<file path="config.mk">
export PLATFORM = sky130hd
export DESIGN_NAME = preorder_parent_tracker
export DESIGN_NICKNAME = d
export VERILOG_FILES = /design/src/rtl/ppt_pkg.sv /design/src/rtl/ppt_ctrl.sv /design/src/rtl/ppt_datapath.sv /design/src/rtl/preorder_parent_tracker.sv
export SDC_FILE = /design/constraint.sdc
export NUM_CORES = 1
export LEC_CHECK = 0
export ABC_AREA = 1
export BUFFER_PORTS_ARGS = -buffer_cell sky130_fd_sc_hd__buf_2
export CAP_MARGIN = 20
export CORE_ASPECT_RATIO = 1.4
export CORE_MARGIN = 1.5
export CORE_UTILIZATION = 62
export DETAILED_ROUTE_END_ITERATION = 10
export HOLD_SLACK_MARGIN = 0.02
export PLACE_DENSITY = 0.79
export SYNTH_ARGS = -nofsm -noshare
export SYNTH_HDL_FRONTEND = slang
export SYNTH_HIERARCHICAL = 1
export SYNTH_SLANG_ARGS = --single-unit
</file>
<file path="constraint.sdc">
create_clock -name aclk -period 6.4 [get_ports aclk]
set_clock_uncertainty 0.2 [all_clocks]
set_input_delay 0.64 -clock aclk [delete_from_list [all_inputs] [get_ports aclk]]
set_output_delay 0.64 -clock aclk [all_outputs]
set_load 0.02 [all_outputs]
</file>
<file path="src/rtl/ppt_pkg.sv">
package ppt_pkg;

    // Field widths of the stream items
    localparam int NODE_W   = 11;
    localparam int PARENT_W = 10;
    localparam int KIDS_W   = 10;
    localparam int DEPTH_W  = 5;

    // Packed port widths
    localparam int S_TDATA_W = 16;
    localparam int M_TDATA_W = 32;
    localparam int M_TUSER_W = 3;

    // Default sizing
    localparam int PPT_STACK_DEPTH = 32;
    localparam int PPT_MAX_NODES   = 1024;

    // Request kinds carried on s_tuser
    localparam logic REQ_START   = 1'b0;
    localparam logic REQ_ADVANCE = 1'b1;

    // Datapath operations issued by the controller
    localparam int OP_W = 4;
    localparam logic [OP_W-1:0] OP_NONE      = 4'd0;
    localparam logic [OP_W-1:0] OP_CAPTURE   = 4'd1;
    localparam logic [OP_W-1:0] OP_START     = 4'd2;
    localparam logic [OP_W-1:0] OP_OVERFLOW  = 4'd3;
    localparam logic [OP_W-1:0] OP_PUSH      = 4'd4;
    localparam logic [OP_W-1:0] OP_STEP      = 4'd5;
    localparam logic [OP_W-1:0] OP_POP       = 4'd6;
    localparam logic [OP_W-1:0] OP_LOAD_TOP  = 4'd7;
    localparam logic [OP_W-1:0] OP_DEC       = 4'd8;
    localparam logic [OP_W-1:0] OP_EMIT      = 4'd9;

    typedef struct packed {
        logic [OP_W-1:0] op;
    } ppt_cmd_t;

    typedef struct packed {
        logic start_req;  // captured request is a start
        logic fin;        // walk has ended
        logic kids_nz;    // captured child count is nonzero
        logic top_full;   // a push would run past the last stack level
        logic top_nz;     // top entry is not the root
        logic pend_zero;  // top entry has no pending children
        logic out_free;   // output register can take a result
    } ppt_status_t;

endpackage

</file>
<file path="src/rtl/ppt_ctrl.sv">
module ppt_ctrl (
    input  logic                 aclk,
    input  logic                 aresetn,
    input  logic                 s_tvalid,
    output logic                 s_tready,
    input  ppt_pkg::ppt_status_t status,
    output ppt_pkg::ppt_cmd_t    cmd
);
    import ppt_pkg::*;

    localparam logic [2:0] ST_IDLE     = 3'd0;
    localparam logic [2:0] ST_EXEC     = 3'd1;
    localparam logic [2:0] ST_POP_CHK  = 3'd2;
    localparam logic [2:0] ST_POP_LOAD = 3'd3;
    localparam logic [2:0] ST_EMIT     = 3'd4;

    logic [2:0] state_reg;
    logic [2:0] state_next;

    // no transfer is taken while reset is held
    assign s_tready = aresetn && (state_reg == ST_IDLE);

    // State register
    always_ff @(posedge aclk) begin
        if (!aresetn) begin
            state_reg <= ST_IDLE;
        end else begin
            state_reg <= state_next;
        end
    end

    // Next state and datapath command
    always_comb begin
        state_next = state_reg;
        cmd.op     = OP_NONE;
        unique case (state_reg)
            ST_IDLE: begin
                if (s_tvalid) begin
                    cmd.op     = OP_CAPTURE;
                    state_next = ST_EXEC;
                end
            end
            ST_EXEC: begin
                priority if (status.start_req) begin
                    cmd.op     = OP_START;
                    state_next = ST_EMIT;
                end else if (status.fin) begin
                    state_next = ST_EMIT;
                end else if (status.kids_nz && status.top_full) begin
                    cmd.op     = OP_OVERFLOW;
                    state_next = ST_EMIT;
                end else if (status.kids_nz) begin
                    cmd.op     = OP_PUSH;
                    state_next = ST_EMIT;
                end else begin
                    cmd.op     = OP_STEP;
                    state_next = ST_POP_CHK;
                end
            end
            ST_POP_CHK: begin
                // drop finished entries one at a time, the root stays
                if (status.top_nz && status.pend_zero) begin
                    cmd.op     = OP_POP;
                    state_next = ST_POP_LOAD;
                end else begin
                    cmd.op     = OP_DEC;
                    state_next = ST_EMIT;
                end
            end
            ST_POP_LOAD: begin
                cmd.op     = OP_LOAD_TOP;
                state_next = ST_POP_CHK;
            end
            ST_EMIT: begin
                if (status.out_free) begin
                    cmd.op     = OP_EMIT;
                    state_next = ST_IDLE;
                end
            end
            default: begin
                state_next = ST_IDLE;
            end
        endcase
    end

    // An accepted item is always worked on in the next cycle
    a_accept_exec: assert property (@(posedge aclk) disable iff (!aresetn)
        (state_reg == ST_IDLE && s_tvalid) |=> (state_reg == ST_EXEC))
        else $error("accepted item did not start execution");

    // A result is handed over only into a free output register
    a_emit_free: assert property (@(posedge aclk) disable iff (!aresetn)
        (cmd.op == OP_EMIT) |-> (status.out_free && state_reg == ST_EMIT))
        else $error("result loaded while output register busy");

endmodule

</file>
<file path="src/rtl/ppt_datapath.sv">
module ppt_datapath #(
    parameter int STACK_DEPTH = ppt_pkg::PPT_STACK_DEPTH,
    parameter int MAX_NODES   = ppt_pkg::PPT_MAX_NODES
) (
    input  logic                           aclk,
    input  logic                           aresetn,
    input  logic                           s_tuser,
    input  logic [ppt_pkg::S_TDATA_W-1:0]  s_tdata,
    input  logic                           cfg_valid,
    input  logic [ppt_pkg::NODE_W-1:0]     cfg_data,
    input  logic                           m_tready,
    output logic                           m_tvalid,
    output logic [ppt_pkg::M_TDATA_W-1:0]  m_tdata,
    output logic [ppt_pkg::M_TUSER_W-1:0]  m_tuser,
    input  ppt_pkg::ppt_cmd_t              cmd,
    output ppt_pkg::ppt_status_t           status
);
    import ppt_pkg::*;

    localparam int TOP_W   = $clog2(STACK_DEPTH);
    localparam int ENTRY_W = PARENT_W + NODE_W;
    localparam logic [TOP_W-1:0] TOP_LAST = TOP_W'(STACK_DEPTH - 1);

    // Stack entries below the top: ancestor index and pending children
    logic [ENTRY_W-1:0] stack_mem [STACK_DEPTH];
    logic [ENTRY_W-1:0] rd_data_reg;

    logic [NODE_W-1:0]   node_count_reg;
    logic                req_reg;
    logic [KIDS_W-1:0]   kids_reg;
    logic [TOP_W-1:0]    top_reg;
    logic [PARENT_W-1:0] top_idx_reg;   // top entry held in registers
    logic [NODE_W-1:0]   top_pend_reg;
    logic [NODE_W-1:0]   cur_reg;
    logic                fin_reg;
    logic                ovf_reg;
    logic                out_valid_reg;
    logic [NODE_W-1:0]   out_node_reg;
    logic [PARENT_W-1:0] out_parent_reg;
    logic [DEPTH_W-1:0]  out_depth_reg;
    logic                out_root_reg;
    logic                out_fin_reg;
    logic                out_ovf_reg;

    logic [NODE_W-1:0] cur_inc;
    logic              cur_end;
    logic              top_nz;
    logic              out_free;

    assign cur_inc  = cur_reg + NODE_W'(1);
    assign cur_end  = (cur_inc >= node_count_reg);
    assign top_nz   = (top_reg != '0);
    assign out_free = !out_valid_reg || m_tready;

    // Status to the controller
    always_comb begin
        status.start_req = (req_reg == REQ_START);
        status.fin       = fin_reg;
        status.kids_nz   = (kids_reg != '0);
        status.top_full  = (top_reg == TOP_LAST);
        status.top_nz    = top_nz;
        status.pend_zero = (top_pend_reg == '0);
        status.out_free  = out_free;
    end

    // Stack memory: write the old top on push, registered read on pop
    always_ff @(posedge aclk) begin
        if (cmd.op == OP_PUSH) begin
            stack_mem[top_reg] <= {top_idx_reg, top_pend_reg};
        end
        if (cmd.op == OP_POP) begin
            rd_data_reg <= stack_mem[top_reg - TOP_W'(1)];
        end
    end

    // Captured input item
    always_ff @(posedge aclk) begin
        if (cmd.op == OP_CAPTURE) begin
            req_reg  <= s_tuser;
            kids_reg <= s_tdata[KIDS_W-1:0];
        end
    end

    // Walk state, configuration and output register
    always_ff @(posedge aclk) begin
        if (!aresetn) begin
            node_count_reg <= NODE_W'(1);
            top_reg        <= '0;
            top_idx_reg    <= '0;
            top_pend_reg   <= '0;
            cur_reg        <= '0;
            fin_reg        <= 1'b0;
            ovf_reg        <= 1'b0;
            out_valid_reg  <= 1'b0;
        end else begin
            // node count saturates at the largest tree
            if (cfg_valid) begin
                if (32'(cfg_data) > 32'(MAX_NODES)) begin
                    node_count_reg <= NODE_W'(MAX_NODES);
                end else begin
                    node_count_reg <= cfg_data;
                end
            end
            if (m_tready) begin
                out_valid_reg <= 1'b0;
            end
            case (cmd.op)
                OP_START: begin
                    top_reg      <= '0;
                    cur_reg      <= '0;
                    top_idx_reg  <= '0;
                    top_pend_reg <= node_count_reg;
                    ovf_reg      <= 1'b0;
                    fin_reg      <= (node_count_reg == '0);
                end
                OP_OVERFLOW: begin
                    cur_reg <= node_count_reg;
                    fin_reg <= 1'b1;
                    ovf_reg <= 1'b1;
                end
                OP_PUSH, OP_STEP: begin
                    if (cmd.op == OP_PUSH) begin
                        // new entry already gives up the child that follows
                        top_reg      <= top_reg + TOP_W'(1);
                        top_idx_reg  <= cur_reg[PARENT_W-1:0];
                        top_pend_reg <= NODE_W'(kids_reg) - NODE_W'(1);
                    end
                    if (cur_end) begin
                        cur_reg <= node_count_reg;
                        fin_reg <= 1'b1;
                    end else begin
                        cur_reg <= cur_inc;
                    end
                end
                OP_POP: begin
                    top_reg <= top_reg - TOP_W'(1);
                end
                OP_LOAD_TOP: begin
                    top_idx_reg  <= rd_data_reg[ENTRY_W-1:NODE_W];
                    top_pend_reg <= rd_data_reg[NODE_W-1:0];
                end
                OP_DEC: begin
                    if (top_pend_reg != '0) begin
                        top_pend_reg <= top_pend_reg - NODE_W'(1);
                    end
                end
                OP_EMIT: begin
                    out_valid_reg <= 1'b1;
                end
                default: begin
                end
            endcase
        end
    end

    // Result payload
    always_ff @(posedge aclk) begin
        if (cmd.op == OP_EMIT) begin
            out_node_reg <= cur_reg;
            out_fin_reg  <= fin_reg;
            out_ovf_reg  <= ovf_reg;
            if (fin_reg) begin
                out_parent_reg <= '0;
                out_root_reg   <= 1'b0;
                out_depth_reg  <= '0;
            end else begin
                out_parent_reg <= top_nz ? top_idx_reg : '0;
                out_root_reg   <= !top_nz;
                out_depth_reg  <= DEPTH_W'(top_reg);
            end
        end
    end

    assign m_tvalid = out_valid_reg;
    assign m_tdata  = {(M_TDATA_W - NODE_W - PARENT_W - DEPTH_W)'(0),
                       out_depth_reg, out_parent_reg, out_node_reg};
    assign m_tuser  = {out_ovf_reg, out_fin_reg, out_root_reg};

    // An aborted walk is always a finished walk
    a_ovf_fin: assert property (@(posedge aclk) disable iff (!aresetn)
        ovf_reg |-> fin_reg)
        else $error("overflow set without finish");

    // Finished results carry no parent
    a_done_parent: assert property (@(posedge aclk) disable iff (!aresetn)
        (out_valid_reg && out_fin_reg) |->
            (out_parent_reg == '0 && out_depth_reg == '0 && !out_root_reg))
        else $error("finished result carries a parent");

    // Root entry is never popped
    a_no_root_pop: assert property (@(posedge aclk) disable iff (!aresetn)
        (cmd.op == OP_POP) |-> top_nz)
        else $error("pop of the root entry");

endmodule

</file>
<file path="src/rtl/preorder_parent_tracker.sv">
// Preorder parent tracker. Each input transfer is a start (s_tuser = 0) or an
// advance (s_tuser = 1) carrying the current node's child count; each one gives
// exactly one result transfer with the new current node, its parent index, the
// parent's stack level and the done and overflow flags. One item is worked on
// at a time: a start, an advance that pushes or overflows, or any request once
// the walk is done goes from the execute state to the emit state, which loads
// the result register and returns to idle for the next item; an advance that
// pushes nothing first visits the pop check state, which does one stack memory
// read and one top entry reload for each finished ancestor that it pops. A
// result waiting on m_tready holds back only the next item's result, not its
// acceptance. node_count is to be written on the cfg port only while the block
// is idle, which the block does not enforce; values above MAX_NODES saturate.
module preorder_parent_tracker #(
    parameter int STACK_DEPTH = ppt_pkg::PPT_STACK_DEPTH,
    parameter int MAX_NODES   = ppt_pkg::PPT_MAX_NODES
) (
    input  logic                           aclk,
    input  logic                           aresetn,
    // input stream
    input  logic                           s_tvalid,
    output logic                           s_tready,
    input  logic [ppt_pkg::S_TDATA_W-1:0]  s_tdata,   // [9:0] child_count
    input  logic                           s_tuser,   // [0] req_type
    // result stream
    output logic                           m_tvalid,
    input  logic                           m_tready,
    output logic [ppt_pkg::M_TDATA_W-1:0]  m_tdata,   // [10:0] node_index,
                                                      // [20:11] parent_index,
                                                      // [25:21] depth
    output logic [ppt_pkg::M_TUSER_W-1:0]  m_tuser,   // [0] parent_is_root,
                                                      // [1] done_res, [2] overflow
    // node_count register
    input  logic                           cfg_valid,
    output logic                           cfg_ready,
    input  logic [ppt_pkg::NODE_W-1:0]     cfg_data
);
    import ppt_pkg::*;

    ppt_cmd_t    cmd;
    ppt_status_t status;

    // writes are taken whenever reset is released
    assign cfg_ready = aresetn;

    ppt_ctrl u_ctrl (
        .aclk     (aclk),
        .aresetn  (aresetn),
        .s_tvalid (s_tvalid),
        .s_tready (s_tready),
        .status   (status),
        .cmd      (cmd)
    );

    ppt_datapath #(
        .STACK_DEPTH (STACK_DEPTH),
        .MAX_NODES   (MAX_NODES)
    ) u_datapath (
        .aclk      (aclk),
        .aresetn   (aresetn),
        .s_tuser   (s_tuser),
        .s_tdata   (s_tdata),
        .cfg_valid (cfg_valid),
        .cfg_data  (cfg_data),
        .m_tready  (m_tready),
        .m_tvalid  (m_tvalid),
        .m_tdata   (m_tdata),
        .m_tuser   (m_tuser),
        .cmd       (cmd),
        .status    (status)
    );

endmodule

</file>
---- After elaboration in Yosys (flattened, before gate mapping) ----
Memory sizes are Yosys's and may differ from the RTL's. A register that Yosys moved wholly into a read port is not among the register bits.
Cells that the tools add are included.
word-level totals
  memories kept ........................... 1
  output and inout bits ................... 38
  bits in registers ....................... 94
  memory bits (writable) .................. 672
memory list
  memory                depth  bits a word  rd ports  clocked after Yosys merged registers in  wr ports  line                source
  u_datapath.stack_mem  32     21           1         1                                        1         ppt_datapath.sv:25  logic [ENTRY_W-1:0] stack_mem [STACK_DEPTH];
operators by class
  equal/unequal tests ..................... 19
  bitwise operators ....................... 1
  muxes and demuxes ....................... 33
  $add $sub $neg .......................... 5
  reduce and logical (&&, ||, !) cells .... 25
  $lt $le $gt $ge ......................... 2
operators with widths
  cell                                                                  count
  11-bit two-way mux                                                    4
  11-bit case mux with 4 select lines                                   1
  11-bit case mux with 3 select lines                                   1
  10-bit case mux with 3 select lines                                   1
  11-bit logical NOT                                                    2
  3-bit two-way mux                                                     7
  4-bit two-way mux                                                     5
  4-bit case mux with 5 select lines                                    1
  4-bit by 3-bit == test with 1-bit output, second input constant       4
  3-bit case mux with 5 select lines                                    1
  5-bit case mux with 3 select lines                                    1
  11-bit by 1-bit adder with 11-bit output, second input constant       1
  11-bit greater-or-equal comparator                                    1
  11-bit greater-than comparator, second input constant                 1
  11-bit nonzero test                                                   1
  10-bit by 1-bit subtractor with 11-bit output, second input constant  1
  11-bit by 1-bit subtractor with 11-bit output, second input constant  1
  10-bit two-way mux                                                    1
  10-bit nonzero test                                                   1
  3-bit nonzero test                                                    3
  4-bit by 2-bit == test with 1-bit output, second input constant       2
  4-bit == test, second input constant                                  2
  2-bit by 1-bit != test with 1-bit output, second input constant       4
  2-bit AND reduction                                                   4
  other kinds (22)                                                      34

---- Depth between registers and ports, before layout ----
  depth after elaboration ................. 10
  gate-level depth with buffers ........... 23
  depth with buffers taken out ............ 20

---- Modules after synthesis ----
Netlist, hierarchy kept.
modules (own cells, without submodules)
  module                   sequential area each (um2)  area an instance (um2)  instances  cells each
  ppt_datapath             23,032.1                    32,492.4                1          2,746
  ppt_ctrl                 60.1                        280.3                   1          50
  preorder_parent_tracker  0.0                         7.5                     1          1

---- Worst setup path after synthesis ----
OpenSTA, ideal clock, no wires.
  path type ............................... register -> register
  from .................................... reg u_datapath.top_reg[0]
  to ...................................... reg u_datapath.out_depth_reg[0] (enable)
  stages on the path, launching flop included .. 15
  data required time ...................... 5.746 ns
  clock period less this slack ............ 4.808 ns
  setup slack ............................. 1.592 ns
  data arrival time ....................... 4.155 ns
  cells stage by stage .................... dfxtp_1 inv_2 buf_6 buf_4 buf_2 ha_1 nand3_1 buf_4 nand2_1 inv_1 o21ai_1 nand2_1 inv_1 nand2_1 nor3_1
RTL lines
  item                    line                 source
  from (decl)             ppt_datapath.sv:31   logic [TOP_W-1:0] top_reg;
  from (signal assigned)  ppt_datapath.sv:124  top_reg <= top_reg + TOP_W'(1);
  from (signal assigned)  ppt_datapath.sv:136  top_reg <= top_reg - TOP_W'(1);
  to (signal assigned)    ppt_datapath.sv:169  out_depth_reg <= DEPTH_W'(top_reg);
  to (decl)               ppt_datapath.sv:40   logic [DEPTH_W-1:0] out_depth_reg;

==> load_flow_metrics.sql <==
INSERT INTO impl_metrics (metric_group, metric, value, unit) VALUES
('global_route', 'grt_first_pass_wirelength', '125000', 'um'),
('placement', 'hpwlAfterDp', '48500', 'um'),
('detailed_routing', 'avgViaCountPerCell', '6.26', ''),
('detailed_routing', 'detail_route.first_pass.iterations', '8', ''),
('finish', 'final_cell_count_no_fill', '3597', ''),
('timing', 'slew-limit-headroom', '17.4', '%'),
('logic_synthesis', 'ys_dominant_reg_cell', 'sky130_fd_sc_hd__edfxtp_1', ''),
('clock_network', 'cts-resized-gates', '0', ''),
('detailed_routing', 'number_of_vias_after_detailed_routing', '22500', ''),
('clock_network', 'clk_path_buf_depth', '3', ''),
('finish', 'syn2layout_area_growth', '10.2', '%'),
('timing', 'final.setup.tns', '0', 'ns'),
('detailed_routing', 'route.detailed.drc', '0', ''),
('clock_network', 'clk_latency', '0.61', 'ns'),
('detailed_routing', 'antenna_violating_nets_post_route', '0', ''),
('die', 'floorplan.rows', '99', ''),
('setup_path', 'criticalPathCategory', 'flop to flop', ''),
('die', 'die_height', '275', 'um'),
('timing', 'achievable_freq', '214', 'MHz'),
('die', 'core-area', '0.0521', 'sq mm'),
('setup_path', 'slowest_stage', 'sky130_fd_sc_hd__nor2_2', ''),
('flow_run', 'drv_cap', '0', ''),
('global_route', 'first_global_vias', '22000', ''),
('timing', 'finalWorstPathRequiredPeriod', '4.67', 'ns'),
('global_route', 'grt.total_usage', '31.0', '%'),
('power_and_ir_drop', 'power_density', '324', 'mW/mm^2'),
('timing', 'grt_setup_unrepaired', 'no', ''),
('clock_network', 'cts_tree', 'yes', ''),
('finish', 'nets', '2889', ''),
('detailed_routing', 'wl_met1', '29000', 'um'),
('setup_path', 'timing.critical_path.arrival', '4.78', 'ns'),
('logic_synthesis', 'synth-edff-count', '733', ''),
('global_route', 'antenna_found_initial', '1', ''),
('logic_synthesis', 'post_synth_num_cell_types', '44', ''),
('worst_hold_path', 'timing.hold.worst.class', 'primary input to flop', ''),
('logic_synthesis', 'seq_area_frac_synth', '70.4', '%'),
('detailed_routing', 'first_iter_violations', '2670', ''),
('finish', 'filler_cell_count', '3382', ''),
('die', 'count_of_boundary_i_o_pins', '71', ''),
('detailed_routing', 'route.met3.wl', '8010', 'um'),
('logic_synthesis', 'mappedNetlistArea', '0.0328', 'sq mm'),
('detailed_routing', 'wl_met2', '41100', 'um'),
('setup_path', 'r2r_slack', '1.73', 'ns'),
('setup_path', 'crit_end_category', 'flop', ''),
('placement', 'buffer_ports.inserted', '58', ''),
('power_and_ir_drop', 'total_leakage_power', '12.1', 'nW'),
('global_route', 'grt_max_degree', '253', ''),
('logic_synthesis', 'synth_area_per_cell', '11.7', 'sq um'),
('setup_path', 'worst_ep_required_time', '6.50', 'ns'),
('setup_path', 'crit_fanout', '55', ''),
('setup_path', 'slowest_delay', '0.73', 'ns'),
('timing', 'timing.final.hold_violations', '0', ''),
('status', 'run_status', 'complete, no violations', ''),
('logic_synthesis', 'synth-seq-cells', '787', ''),
('global_route', 'grt.overflow.total', '0', ''),
('clock_network', 'cts.repair_timing.setup_buffer_count', '0', ''),
('die', 'die_w', '197', 'um'),
('setup_path', 'startpoint_type', 'flop', ''),
('placement', 'place.gp.congestion', '0.977', ''),
('power_and_ir_drop', 'irDropWorstVdd', '0.197', 'mV'),
('clock_network', 'clock_sink_count', '787', ''),
('timing', 'finalCritPeriodShare', '73.0', '%'),
('clock_network', 'clk_root_buffer_cell', 'sky130_fd_sc_hd__clkbuf_16', ''),
('placement', 'placedCellCount', '3461', ''),
('die', 'fp.dieArea', '0.0543', 'sq mm'),
('detailed_routing', 'post_drt_wl_per_cell', '23.2', 'um'),
('timing', 'timing_worst_slew_pin_value', '1.24', 'ns'),
('timing', 'final_count_of_pins_violating_max_slew', '0', ''),
('clock_network', 'cts_inserted_buffers', '70', ''),
('placement', 'placed_area', '0.0338', 'sq mm'),
('logic_synthesis', 'ys_async_sr_fraction', '0', '%');
synth_stat cells (19+ instances only):
cell	number	area share (%)
sky130_fd_sc_hd__edfxtp_1	733	67
sky130_fd_sc_hd__nor2_1	641	7.3
sky130_fd_sc_hd__o21ai_0	424	6.5
sky130_fd_sc_hd__nand2_1	161	1.8
sky130_fd_sc_hd__o211ai_1	129	3.0
sky130_fd_sc_hd__inv_1	112	1.3
sky130_fd_sc_hd__nand3_1	109	1.7
sky130_fd_sc_hd__clkbuf_1	74	0.85
sky130_fd_sc_hd__o21ai_1	63	0.96
sky130_fd_sc_hd__a21oi_1	62	0.95
sky130_fd_sc_hd__buf_2	59	0.90
sky130_fd_sc_hd__dfxtp_1	54	3.3
sky130_fd_sc_hd__buf_4	29	0.66
sky130_fd_sc_hd__ha_1	19	0.73
routing by layer:
layer  vias up  global-route usage [%]
met5         -                       0
met4         0                    19.0
met3       287                    5.04
met2      1320                    52.1
met1     10900                    37.8
li1      10000                       -
worst max-delay path, delay by kind of cell (launching register included):
family | cells | cell delay [ns]
compound gates | 1 | 0.11
fa+ha+maj | 1 | 0.22
buf+inv | 3 | 0.62
flops | 1 | 0.59
simple gates | 7 | 2.58
power by group:
group	switching, mW	leakage, nW	internal, mW
Sequential	0.0764	6.90	5.84
Combinational	1.30	4.14	0.411
Clock	1.80	1.09	2.30
Total	3.18	12.1	8.55
path summary, 6_finish.rpt:
check                                          end  depth (start not counted)                                from
max          u_datapath/stack_mem[18][5]$_DFFE_PP_                         12  u_datapath/top_reg[0]$_SDFFE_PN0P_
min               u_datapath/kids_reg[9]$_DFFE_PN_                          1                          s_tdata[9]
max reg2reg  u_datapath/stack_mem[18][5]$_DFFE_PP_                         12  u_datapath/top_reg[0]$_SDFFE_PN0P_
min reg2reg       u_datapath/out_ovf_reg$_DFFE_PP_                          0     u_datapath/ovf_reg$_SDFFE_PN0P_
metrics by stage:
stage	util [%]	hold slack (ns)	setup slack (ns)
floorplan	-	0.203	1.59
global placement	64.9	0.218	1.92
detailed placement	64.9	0.219	1.82
CTS	69.3	0.0237	1.81
global route	69.3	0.0259	1.52
finish	69.3	0.0331	1.73
timing repair:
action                                 4_1_cts  5_1_grt
setup endpoints to repair                    0        0
hold buffers                                10        0
endpoints found under the hold margin       10        0
cells by family after synthesis:
| group | after synthesis | share of synthesized area, % |
|---|---|---|
| buf+inv | 298 | 4.15 |
| fa+ha+maj | 19 | 0.725 |
| other cells | 1 | 0.0114 |
| simple gates | 964 | 12.1 |
| xor+xnor | 9 | 0.263 |
| compound gates | 719 | 12.3 |
| flops | 787 | 70.4 |
cells in the final DEF (no fill, tap or decap), types with 35 or more instances in the layout:
cell type                   synthesis  final
sky130_fd_sc_hd__edfxtp_1         733    733
sky130_fd_sc_hd__nor2_1           641    609
sky130_fd_sc_hd__o21ai_0          424    424
sky130_fd_sc_hd__nand2_1          161    161
sky130_fd_sc_hd__o211ai_1         129    129
sky130_fd_sc_hd__inv_1            112    112
sky130_fd_sc_hd__nand3_1          109    109
sky130_fd_sc_hd__clkbuf_16          0     73
sky130_fd_sc_hd__buf_4             29     67
sky130_fd_sc_hd__o21ai_1           63     63
sky130_fd_sc_hd__a21oi_1           62     62
sky130_fd_sc_hd__buf_2             59     58
sky130_fd_sc_hd__dfxtp_1           54     53
sky130_fd_sc_hd__nor2_2             3     35
area by class of cell:
class / count / area, sq um / share of cell area [%]
inverters: 120 / 462 / 1.28
repair buffers: 141 / 1000 / 2.77
diodes: 1 / 2.50 / 0.00692
clock buffers: 87 / 1880 / 5.20
multi-input cells: 1717 / 8480 / 23.5
clock inverters: 37 / 329 / 0.911
well taps: 707 / 885 / 2.45
flip-flops and latches: 787 / 23100 / 63.9
No activity file was read; power rests on OpenSTA's default activity.
